## src/rtl/core/pjdr_pkg.sv

```systemverilog
// Shared widths, pipeline depths and pairing codes for the photon-jet delta-R pairing block.
package pjdr_pkg;

    // Field widths of one input item
    localparam int ETA_W  = 12;
    localparam int PHI_W  = 11;

    // Internal and result widths
    localparam int DETA_W   = 12;               // |eta_ph - eta_j| <= 4095
    localparam int DPHI_W   = 11;               // folded |phi_ph - phi_j| <= 2047
    localparam int SUMSQ_W  = 25;               // deta^2 + dphi^2 < 2^25
    localparam int ROOT_W   = 13;               // floor sqrt fits 13 bits
    localparam int RAD_W    = 2 * ROOT_W;       // radicand padded to whole bit pairs
    localparam int REM_W    = ROOT_W + 3;       // partial remainder after the pair shift
    localparam int DR_W     = 13;
    localparam int PAIR_W   = 2;
    localparam int N_PAIRS  = 4;

    // Stream packing
    localparam int S_TDATA_W = 96;
    localparam int M_TDATA_W = 32;
    localparam int M_TUSER_W = 2;

    // Default half turn of phi (pi in phi units)
    localparam int PHI_HALF_TURN_DEF = 804;

    // Pipeline depth: diff, square, sum, one root bit per stage, two merge stages
    localparam int LANE_STAGES  = 3 + ROOT_W;
    localparam int MERGE_STAGES = 2;
    localparam int PIPE_STAGES  = LANE_STAGES + MERGE_STAGES;

    // Pairing codes
    localparam logic [PAIR_W-1:0] PAIR_P1J1 = 2'd0;
    localparam logic [PAIR_W-1:0] PAIR_P1J2 = 2'd1;
    localparam logic [PAIR_W-1:0] PAIR_P2J1 = 2'd2;
    localparam logic [PAIR_W-1:0] PAIR_P2J2 = 2'd3;

    typedef logic [DR_W-1:0] dr_t;
    typedef dr_t [N_PAIRS-1:0] dr_vec_t;

endpackage

```

## src/rtl/core/photon_jet_delta_r_pairing.sv

```systemverilog
// Top level of the photon-jet delta-R pairing block: four lanes, merge and pipeline control.
//
//  channel | dir | handshake          | payload
//  --------+-----+--------------------+-----------------------------------------------
//  s_      | in  | s_tvalid/s_tready  | s_tdata: eight eta/phi fields, 92 of 96 bits
//  m_      | out | m_tvalid/m_tready  | m_tdata: dr_min, dr_other; m_tuser: best_pairing
//
//  One item per clock sustained while m_tready stays high; a result is offered from the last
//  of 18 register stages: 3 arithmetic, 13 square-root stages of one bit each, 2 merge stages.
//  Each stage advances when it is empty or the stage after it advances, so bubbles
//  collapse and input keeps flowing while a result waits, until every stage holds an item.
//  Synchronous active-low reset clears only the stage valid bits.
//  Distances keep the unit of their inputs; no rescaling by the fraction bits takes place.
module photon_jet_delta_r_pairing #(
    parameter int PHI_HALF_TURN = pjdr_pkg::PHI_HALF_TURN_DEF
) (
    input  logic                                aclk,
    input  logic                                aresetn,
    input  logic                                s_tvalid,
    output logic                                s_tready,
    // [11:0] photon_a_eta, [22:12] photon_a_phi, [34:23] photon_b_eta, [45:35] photon_b_phi,
    // [57:46] jet_a_eta, [68:58] jet_a_phi, [80:69] jet_b_eta, [91:81] jet_b_phi, rest zero
    input  logic [pjdr_pkg::S_TDATA_W-1:0]      s_tdata,
    output logic                                m_tvalid,
    input  logic                                m_tready,
    // [12:0] dr_min, [25:13] dr_other, [31:26] zero
    output logic [pjdr_pkg::M_TDATA_W-1:0]      m_tdata,
    // [1:0] best_pairing
    output logic [pjdr_pkg::M_TUSER_W-1:0]      m_tuser
);
    import pjdr_pkg::*;

    logic [PIPE_STAGES-1:0]      valid_reg;
    logic [PIPE_STAGES-1:0]      valid_next;
    logic [PIPE_STAGES-1:0]      stage_en;

    logic signed [ETA_W-1:0]     ph_eta [2];
    logic signed [PHI_W-1:0]     ph_phi [2];
    logic signed [ETA_W-1:0]     jt_eta [2];
    logic signed [PHI_W-1:0]     jt_phi [2];

    dr_vec_t                     dr_lane;
    dr_t                         dr_min;
    dr_t                         dr_other;
    logic [PAIR_W-1:0]           best_pairing;

    // Unpack the input fields
    assign ph_eta[0] = s_tdata[11:0];
    assign ph_phi[0] = s_tdata[22:12];
    assign ph_eta[1] = s_tdata[34:23];
    assign ph_phi[1] = s_tdata[45:35];
    assign jt_eta[0] = s_tdata[57:46];
    assign jt_phi[0] = s_tdata[68:58];
    assign jt_eta[1] = s_tdata[80:69];
    assign jt_phi[1] = s_tdata[91:81];

    // Advance a stage when it is empty or its successor advances
    always_comb begin
        stage_en[PIPE_STAGES-1] = !valid_reg[PIPE_STAGES-1] || m_tready;
        for (int i = PIPE_STAGES - 2; i >= 0; i--) begin
            stage_en[i] = !valid_reg[i] || stage_en[i+1];
        end
        valid_next[0] = stage_en[0] ? s_tvalid : valid_reg[0];
        for (int i = 1; i < PIPE_STAGES; i++) begin
            valid_next[i] = stage_en[i] ? valid_reg[i-1] : valid_reg[i];
        end
    end

    always_ff @(posedge aclk) begin
        if (!aresetn) begin
            valid_reg <= '0;
        end else begin
            valid_reg <= valid_next;
        end
    end

    // One lane per pairing: lane index bit 1 picks the photon, bit 0 the jet
    for (genvar p = 0; p < N_PAIRS; p++) begin : g_lane
        pjdr_lane #(
            .PHI_HALF_TURN (PHI_HALF_TURN)
        ) u_lane (
            .aclk       (aclk),
            .stage_en   (stage_en[LANE_STAGES-1:0]),
            .photon_eta (ph_eta[p/2]),
            .photon_phi (ph_phi[p/2]),
            .jet_eta    (jt_eta[p%2]),
            .jet_phi    (jt_phi[p%2]),
            .dr         (dr_lane[p])
        );
    end

    pjdr_merge u_merge (
        .aclk         (aclk),
        .stage_en     (stage_en[PIPE_STAGES-1:LANE_STAGES]),
        .dr_lane      (dr_lane),
        .dr_min       (dr_min),
        .dr_other     (dr_other),
        .best_pairing (best_pairing)
    );

    // Drive the result channel
    assign s_tready = stage_en[0];
    assign m_tvalid = valid_reg[PIPE_STAGES-1];
    assign m_tdata  = {(M_TDATA_W - 2 * DR_W)'(0), dr_other, dr_min};
    assign m_tuser  = best_pairing;

`ifndef SYNTHESIS
    // The reported minimum never exceeds the complementary distance
    a_min_le_other: assert property (@(posedge aclk) disable iff (!aresetn)
        m_tvalid |-> (m_tdata[12:0] <= m_tdata[25:13]))
        else $error("dr_min exceeds dr_other");

    // Input is refused only when every stage holds an item
    a_ready_full: assert property (@(posedge aclk) disable iff (!aresetn)
        !s_tready |-> (&valid_reg))
        else $error("input stalled with a bubble in the pipeline");

    // An accepted input always lands in the first stage
    a_accept_lands: assert property (@(posedge aclk) disable iff (!aresetn)
        (s_tvalid && s_tready) |=> valid_reg[0])
        else $error("accepted input lost at the first stage");

    // A result that is not taken stays valid
    a_result_held: assert property (@(posedge aclk) disable iff (!aresetn)
        (valid_reg[PIPE_STAGES-1] && !m_tready) |=> valid_reg[PIPE_STAGES-1])
        else $error("pending result dropped");
`endif

endmodule

```

## src/rtl/core/pjdr_lane.sv

```systemverilog
// One pairing lane: eta/phi differences, phi fold, squares and a pipelined floor square root.
module pjdr_lane #(
    parameter int PHI_HALF_TURN = pjdr_pkg::PHI_HALF_TURN_DEF
) (
    input  logic                                  aclk,
    input  logic [pjdr_pkg::LANE_STAGES-1:0]      stage_en,
    input  logic signed [pjdr_pkg::ETA_W-1:0]     photon_eta,
    input  logic signed [pjdr_pkg::PHI_W-1:0]     photon_phi,
    input  logic signed [pjdr_pkg::ETA_W-1:0]     jet_eta,
    input  logic signed [pjdr_pkg::PHI_W-1:0]     jet_phi,
    output pjdr_pkg::dr_t                         dr
);
    import pjdr_pkg::*;

    // Width that holds a full turn and any raw phi difference
    localparam int FULL_W = $clog2(2 * PHI_HALF_TURN + 1);
    localparam int FOLD_W = (FULL_W > DPHI_W) ? FULL_W : DPHI_W;
    localparam logic [FOLD_W-1:0] HALF_TURN = FOLD_W'(PHI_HALF_TURN);
    localparam logic [FOLD_W-1:0] FULL_TURN = FOLD_W'(2 * PHI_HALF_TURN);

    logic signed [ETA_W:0]   eta_diff;
    logic signed [PHI_W:0]   phi_diff;
    logic [ETA_W:0]          eta_mag;
    logic [PHI_W:0]          phi_mag;
    logic [FOLD_W-1:0]       phi_raw;
    logic [FOLD_W-1:0]       phi_fold;

    logic [DETA_W-1:0]       deta_reg;
    logic [DPHI_W-1:0]       dphi_reg;
    logic [2*DETA_W-1:0]     sq_eta_reg;
    logic [2*DPHI_W-1:0]     sq_phi_reg;
    logic [SUMSQ_W-1:0]      sumsq_reg;

    logic [REM_W-1:0]        rem_reg  [ROOT_W];
    logic [ROOT_W-1:0]       root_reg [ROOT_W];
    logic [RAD_W-1:0]        rad_reg  [ROOT_W];

    // Absolute differences
    always_comb begin
        eta_diff = {photon_eta[ETA_W-1], photon_eta} - {jet_eta[ETA_W-1], jet_eta};
        phi_diff = {photon_phi[PHI_W-1], photon_phi} - {jet_phi[PHI_W-1], jet_phi};
        eta_mag  = eta_diff[ETA_W] ? (~eta_diff + 1'b1) : eta_diff;
        phi_mag  = phi_diff[PHI_W] ? (~phi_diff + 1'b1) : phi_diff;
        phi_raw  = FOLD_W'(phi_mag[DPHI_W-1:0]);
    end

    // Fold phi to the short way round the circle
    always_comb begin
        if (phi_raw > HALF_TURN) begin
            if (phi_raw <= FULL_TURN) begin
                phi_fold = FULL_TURN - phi_raw;
            end else begin
                phi_fold = phi_raw - FULL_TURN;
            end
        end else begin
            phi_fold = phi_raw;
        end
    end

    // Register differences, squares and their sum
    always_ff @(posedge aclk) begin
        if (stage_en[0]) begin
            deta_reg <= eta_mag[DETA_W-1:0];
            dphi_reg <= phi_fold[DPHI_W-1:0];
        end
        if (stage_en[1]) begin
            sq_eta_reg <= deta_reg * deta_reg;
            sq_phi_reg <= dphi_reg * dphi_reg;
        end
        if (stage_en[2]) begin
            sumsq_reg <= SUMSQ_W'(sq_eta_reg) + SUMSQ_W'(sq_phi_reg);
        end
    end

    // Floor square root, one result bit per stage
    for (genvar k = 0; k < ROOT_W; k++) begin : g_root
        logic [REM_W-1:0]  rem_in;
        logic [ROOT_W-1:0] root_in;
        logic [RAD_W-1:0]  rad_in;
        logic [REM_W-1:0]  shifted;
        logic [REM_W-1:0]  trial;
        logic              take;
        logic [REM_W-1:0]  rem_next;
        logic [ROOT_W-1:0] root_next;
        logic [RAD_W-1:0]  rad_next;

        if (k == 0) begin : g_first
            assign rem_in  = '0;
            assign root_in = '0;
            assign rad_in  = RAD_W'(sumsq_reg);
        end else begin : g_next
            assign rem_in  = rem_reg[k-1];
            assign root_in = root_reg[k-1];
            assign rad_in  = rad_reg[k-1];
        end

        always_comb begin
            shifted   = {rem_in[REM_W-3:0], rad_in[RAD_W-1 -: 2]};
            trial     = REM_W'({root_in, 2'b01});
            take      = (shifted >= trial);
            rem_next  = take ? (shifted - trial) : shifted;
            root_next = {root_in[ROOT_W-2:0], take};
            rad_next  = {rad_in[RAD_W-3:0], 2'b00};
        end

        always_ff @(posedge aclk) begin
            if (stage_en[3+k]) begin
                rem_reg[k]  <= rem_next;
                root_reg[k] <= root_next;
                rad_reg[k]  <= rad_next;
            end
        end
    end

    assign dr = DR_W'(root_reg[ROOT_W-1]);

endmodule

```

## src/rtl/core/pjdr_merge.sv

```systemverilog
// Merge stages: pick the smallest of four lane distances and its complementary distance.
module pjdr_merge (
    input  logic                                   aclk,
    input  logic [pjdr_pkg::MERGE_STAGES-1:0]      stage_en,
    input  pjdr_pkg::dr_vec_t                      dr_lane,
    output pjdr_pkg::dr_t                          dr_min,
    output pjdr_pkg::dr_t                          dr_other,
    output logic [pjdr_pkg::PAIR_W-1:0]            best_pairing
);
    import pjdr_pkg::*;

    dr_vec_t            dr_hold_reg;
    dr_t                min_lo_reg;
    dr_t                min_hi_reg;
    logic [PAIR_W-1:0]  best_lo_reg;
    logic [PAIR_W-1:0]  best_hi_reg;

    dr_t                min_lo_next;
    dr_t                min_hi_next;
    logic [PAIR_W-1:0]  best_lo_next;
    logic [PAIR_W-1:0]  best_hi_next;

    dr_t                dr_min_next;
    dr_t                dr_other_next;
    logic [PAIR_W-1:0]  best_next;

    dr_t                dr_min_reg;
    dr_t                dr_other_reg;
    logic [PAIR_W-1:0]  best_reg;

    // First level: compare within each photon; ties keep the lower pairing
    always_comb begin
        if (dr_lane[1] < dr_lane[0]) begin
            min_lo_next  = dr_lane[1];
            best_lo_next = PAIR_P1J2;
        end else begin
            min_lo_next  = dr_lane[0];
            best_lo_next = PAIR_P1J1;
        end
        if (dr_lane[3] < dr_lane[2]) begin
            min_hi_next  = dr_lane[3];
            best_hi_next = PAIR_P2J2;
        end else begin
            min_hi_next  = dr_lane[2];
            best_hi_next = PAIR_P2J1;
        end
    end

    // Second level: overall minimum and the other photon with the other jet
    always_comb begin
        if (min_hi_reg < min_lo_reg) begin
            dr_min_next = min_hi_reg;
            best_next   = best_hi_reg;
        end else begin
            dr_min_next = min_lo_reg;
            best_next   = best_lo_reg;
        end
        unique case (best_next)
            PAIR_P1J1: dr_other_next = dr_hold_reg[3];
            PAIR_P1J2: dr_other_next = dr_hold_reg[2];
            PAIR_P2J1: dr_other_next = dr_hold_reg[1];
            PAIR_P2J2: dr_other_next = dr_hold_reg[0];
            default:   dr_other_next = dr_hold_reg[0];
        endcase
    end

    always_ff @(posedge aclk) begin
        if (stage_en[0]) begin
            dr_hold_reg <= dr_lane;
            min_lo_reg  <= min_lo_next;
            min_hi_reg  <= min_hi_next;
            best_lo_reg <= best_lo_next;
            best_hi_reg <= best_hi_next;
        end
        if (stage_en[1]) begin
            dr_min_reg   <= dr_min_next;
            dr_other_reg <= dr_other_next;
            best_reg     <= best_next;
        end
    end

    assign dr_min       = dr_min_reg;
    assign dr_other     = dr_other_reg;
    assign best_pairing = best_reg;

endmodule
```

## config.mk

```make
export PLATFORM = sky130hd
export DESIGN_NAME = photon_jet_delta_r_pairing
export DESIGN_NICKNAME = d
export VERILOG_FILES = /design/src/rtl/core/pjdr_pkg.sv /design/src/rtl/core/photon_jet_delta_r_pairing.sv /design/src/rtl/core/pjdr_lane.sv /design/src/rtl/core/pjdr_merge.sv
export SDC_FILE = /design/constraint.sdc
export NUM_CORES = 2
export LEC_CHECK = 0
export ABC_AREA = 0
export BUFFER_PORTS_ARGS = -buffer_cell sky130_fd_sc_hd__buf_4
export CAP_MARGIN = 15
export CELL_PAD_IN_SITES_DETAIL_PLACEMENT = 0
export CELL_PAD_IN_SITES_GLOBAL_PLACEMENT = 1
export CORE_UTILIZATION = 45
export DETAILED_ROUTE_END_ITERATION = 10
export MAX_ROUTING_LAYER = met4
export PLACE_DENSITY_LB_ADDON = 0.1
export SETUP_SLACK_MARGIN = 0.2
export SYNTH_ARGS = -nofsm -noshare
export SYNTH_HDL_FRONTEND = slang
export SYNTH_SLANG_ARGS = --single-unit
```

## constraint.sdc

```tcl
create_clock -name aclk -period 20.5 [get_ports aclk]
set_input_delay 1.025 -clock aclk [delete_from_list [all_inputs] [get_ports aclk]]
set_output_delay 1.025 -clock aclk [all_outputs]
set_load 0.02 [all_outputs]
```

==> flow_summary.toml <==
[worst_setup_path]
cp.required_ns = 19.48
endpoint_kind = "output port"
max_stage_delay_ns = 0.67
cp_cell_sequence = "nor2b_1 > inv_1 > nor2_1 > and2_1 > and3_1 > and3_1 > and3_1 > and2_1 > and3_1 > and3_1 > nand2_4 > buf_4"
critPathSlowestCell = "nor2_1"
startpoint_type = "register"
crit_path_max_fanout = 34
cp_top_family = "simple AND/OR/NAND/NOR gates"
crit_top_cell = "and3_1"
path_class = "register to output port"
crit_arrival_ns = 6.39
crit_buf_inv = 2
crit_start = "valid_reg[17]$_SDFFE_PN0P_"
reg2reg_from = "g_lane[3].u_lane.deta_reg[8]$_DFFE_PP_"

[drt]
vias_per_cell = 5.02
dr.pass1.iters = 5
drt_iter0_drc = 3499
drt-total-wl_um = 233000
drc = 0
routedWlPerCell_um = 15.6
ant_nets = 0
routed-via-count = 75400

[clocking]
htree_levels = 4
cts_sinks = 2086
cts_tree = "built"
ctsLongestPathBuffers = 4
holdBufCountCts = 0
cts.repair.resized = 0
insertion_delay_ns = 0.90
cts_root_buf = "clkbuf_16"
cts-buffers-inserted = 225
post-cts-setup-buffer-count = 0
clk_pin_slew_ns = 0.06

[yosys]
synth_cells = 10900
synthTopCellsByArea = "edfxtp_1 (49%), ha_1 (11%), fa_1 (9.1%)"
ys_seq_area_share_pct = 49.0
syn-cell-area_sq_um = 127000
yosys_warnings = 0
synthFlopType = "edfxtp_1"
synth_area_leader_cell = "edfxtp_1"
synthArstFlopShare_pct = 0
syn_avg_cell_area_sq_um = 11.7
synth_edf_count = 2068
ys_seq_elements = 2086
synth_top_area_share_pct = 48.7
ys_types = 97

[global_routing]
busiest_layer = "met2"
grt_pass1_wl_um = 389000
grt_max_degree = 96
grtUsageMet1_pct = 21.6
use_met2_pct = 28.9
antenna_found_initial = 6
grtUsageTotal_pct = 17.0
grt_pass1_vias = 77500
gr-usage-met3_pct = 1.79
gr-total-overflow = 0

[timing]
final.min_clock_period_ns = 7.42
worst_slew_pin_slew_ns = 1.12
post-route-period-util_pct = 36.2
fmax_mhz = 135
slew_violations = 0
final-setup-viol-count = 0
fin_worst_skew_ns = 0.0706
fin_setup_tns_ns = 0
hold_violations = 0
rsz0062_at_grt = "false"
relSlewSlack_pct = 25.1

[placement]
dp_hpwl_um = 183000
placement.io_buffers = 125
gp_congestion = 0.855

[final_layout]
area_delta_synth_final_pct = 9.94
mostFrequentLayoutCells = "edfxtp_1 (2068), inv_1 (1641), ha_1 (1091), nand2_1 (674), fa_1 (579)"
final_common_cell = "edfxtp_1"
fill_cells = 24500
largest_reg_flops = 624
fin_nets = 12900
drive_above_1_share_pct = 6.02

[die]
start_util_pct = 45.4
die_x_um = 534
io_pins = 136
die-area_sq_um = 285000
die_h_um = 534
core_area_sq_um = 280000
rows = 194

[job]
cap_violations = 0

[worst_hold_path]
worstHoldStart = "g_lane[1].u_lane.rad_reg[0][5]$_DFFE_PP_"
holdCritPathClass = "register to register"

[run_status]
status = "complete, no violations"
synth_stat cells (120+ instances only):
library cell  number
nand2b_1         156
edfxtp_1        2068
nor2_1           569
nor3_1           225
o21a_1           152
and2_1           311
a21o_1           230
xor2_1           251
ha_1            1091
clkbuf_1         189
o21ai_0          403
a21oi_1          465
inv_1           1650
fa_1             579
nand3_1          120
nand2_1          682
xnor2_1          530
nor2b_1          138
cell type report:
cell class	instances	area [sq um]	area share [%]
Antenna cell	1	2.50	0.00179
Clock buffer	279	5980	4.27
Clock inverter	131	1500	1.07
Inverter	1655	6240	4.46
Multi-Input combinational cell	6974	58000	41.4
Sequential cell	2086	62500	44.6
Tap cell	3724	4660	3.33
Timing Repair Buffer	161	1210	0.863
stage by stage:
step | worst slack (ns) | utilization, % | instance area (sq um) | hold WS (ns) | std cells
6_report | 13.08 | 50.0 | 140000 | 0.385 | 15000
5_1_grt | 12.58 | 50.0 | 140000 | 0.382 | 15000
4_1_cts | 12.82 | 50.0 | 140000 | 0.370 | 15000
3_5_place_dp | 13.04 | 47.3 | 133000 | 0.405 | 14600
3_3_place_gp | 13.08 | 47.3 | 133000 | 0.401 | 14600
2_1_floorplan | 13.22 | - | 127000 | 0.400 | 10900
per-layer routing:
layer	part of all wire [%]	vias to the layer above
met1	46	35900
met5	0	-
met3	3.0	369
met4	2.5	0
met2	48	982
li1	-	38200
worst paths after layout:
kind,to,slack [ns],cells past startpoint
worst max-delay path,s_tready,13.08,12
worst min-delay path,g_lane[1].u_lane.rad_reg[0][31]$_DFFE_PP_,0.39,0
worst max register to register,g_lane[3].u_lane.sq_eta_reg[23]$_DFFE_PP_,13.80,22
worst min register to register,g_lane[1].u_lane.rad_reg[0][31]$_DFFE_PP_,0.39,0
logic make-up after synthesis:
logic type / count (synthesis) / synth area share (%)
compound gates: 1767 / 8.90
flops: 2086 / 49.0
fa+ha+maj: 1670 / 19.8
buf+inv: 1866 / 5.54
other cells: 1 / 0.00294
simple gates: 2609 / 10.2
mux: 135 / 1.14
xor+xnor: 781 / 5.37
Power is left out: the tool's default activity adds up to more than one toggle a clock period on the data nets, which glitch-free logic cannot reach.
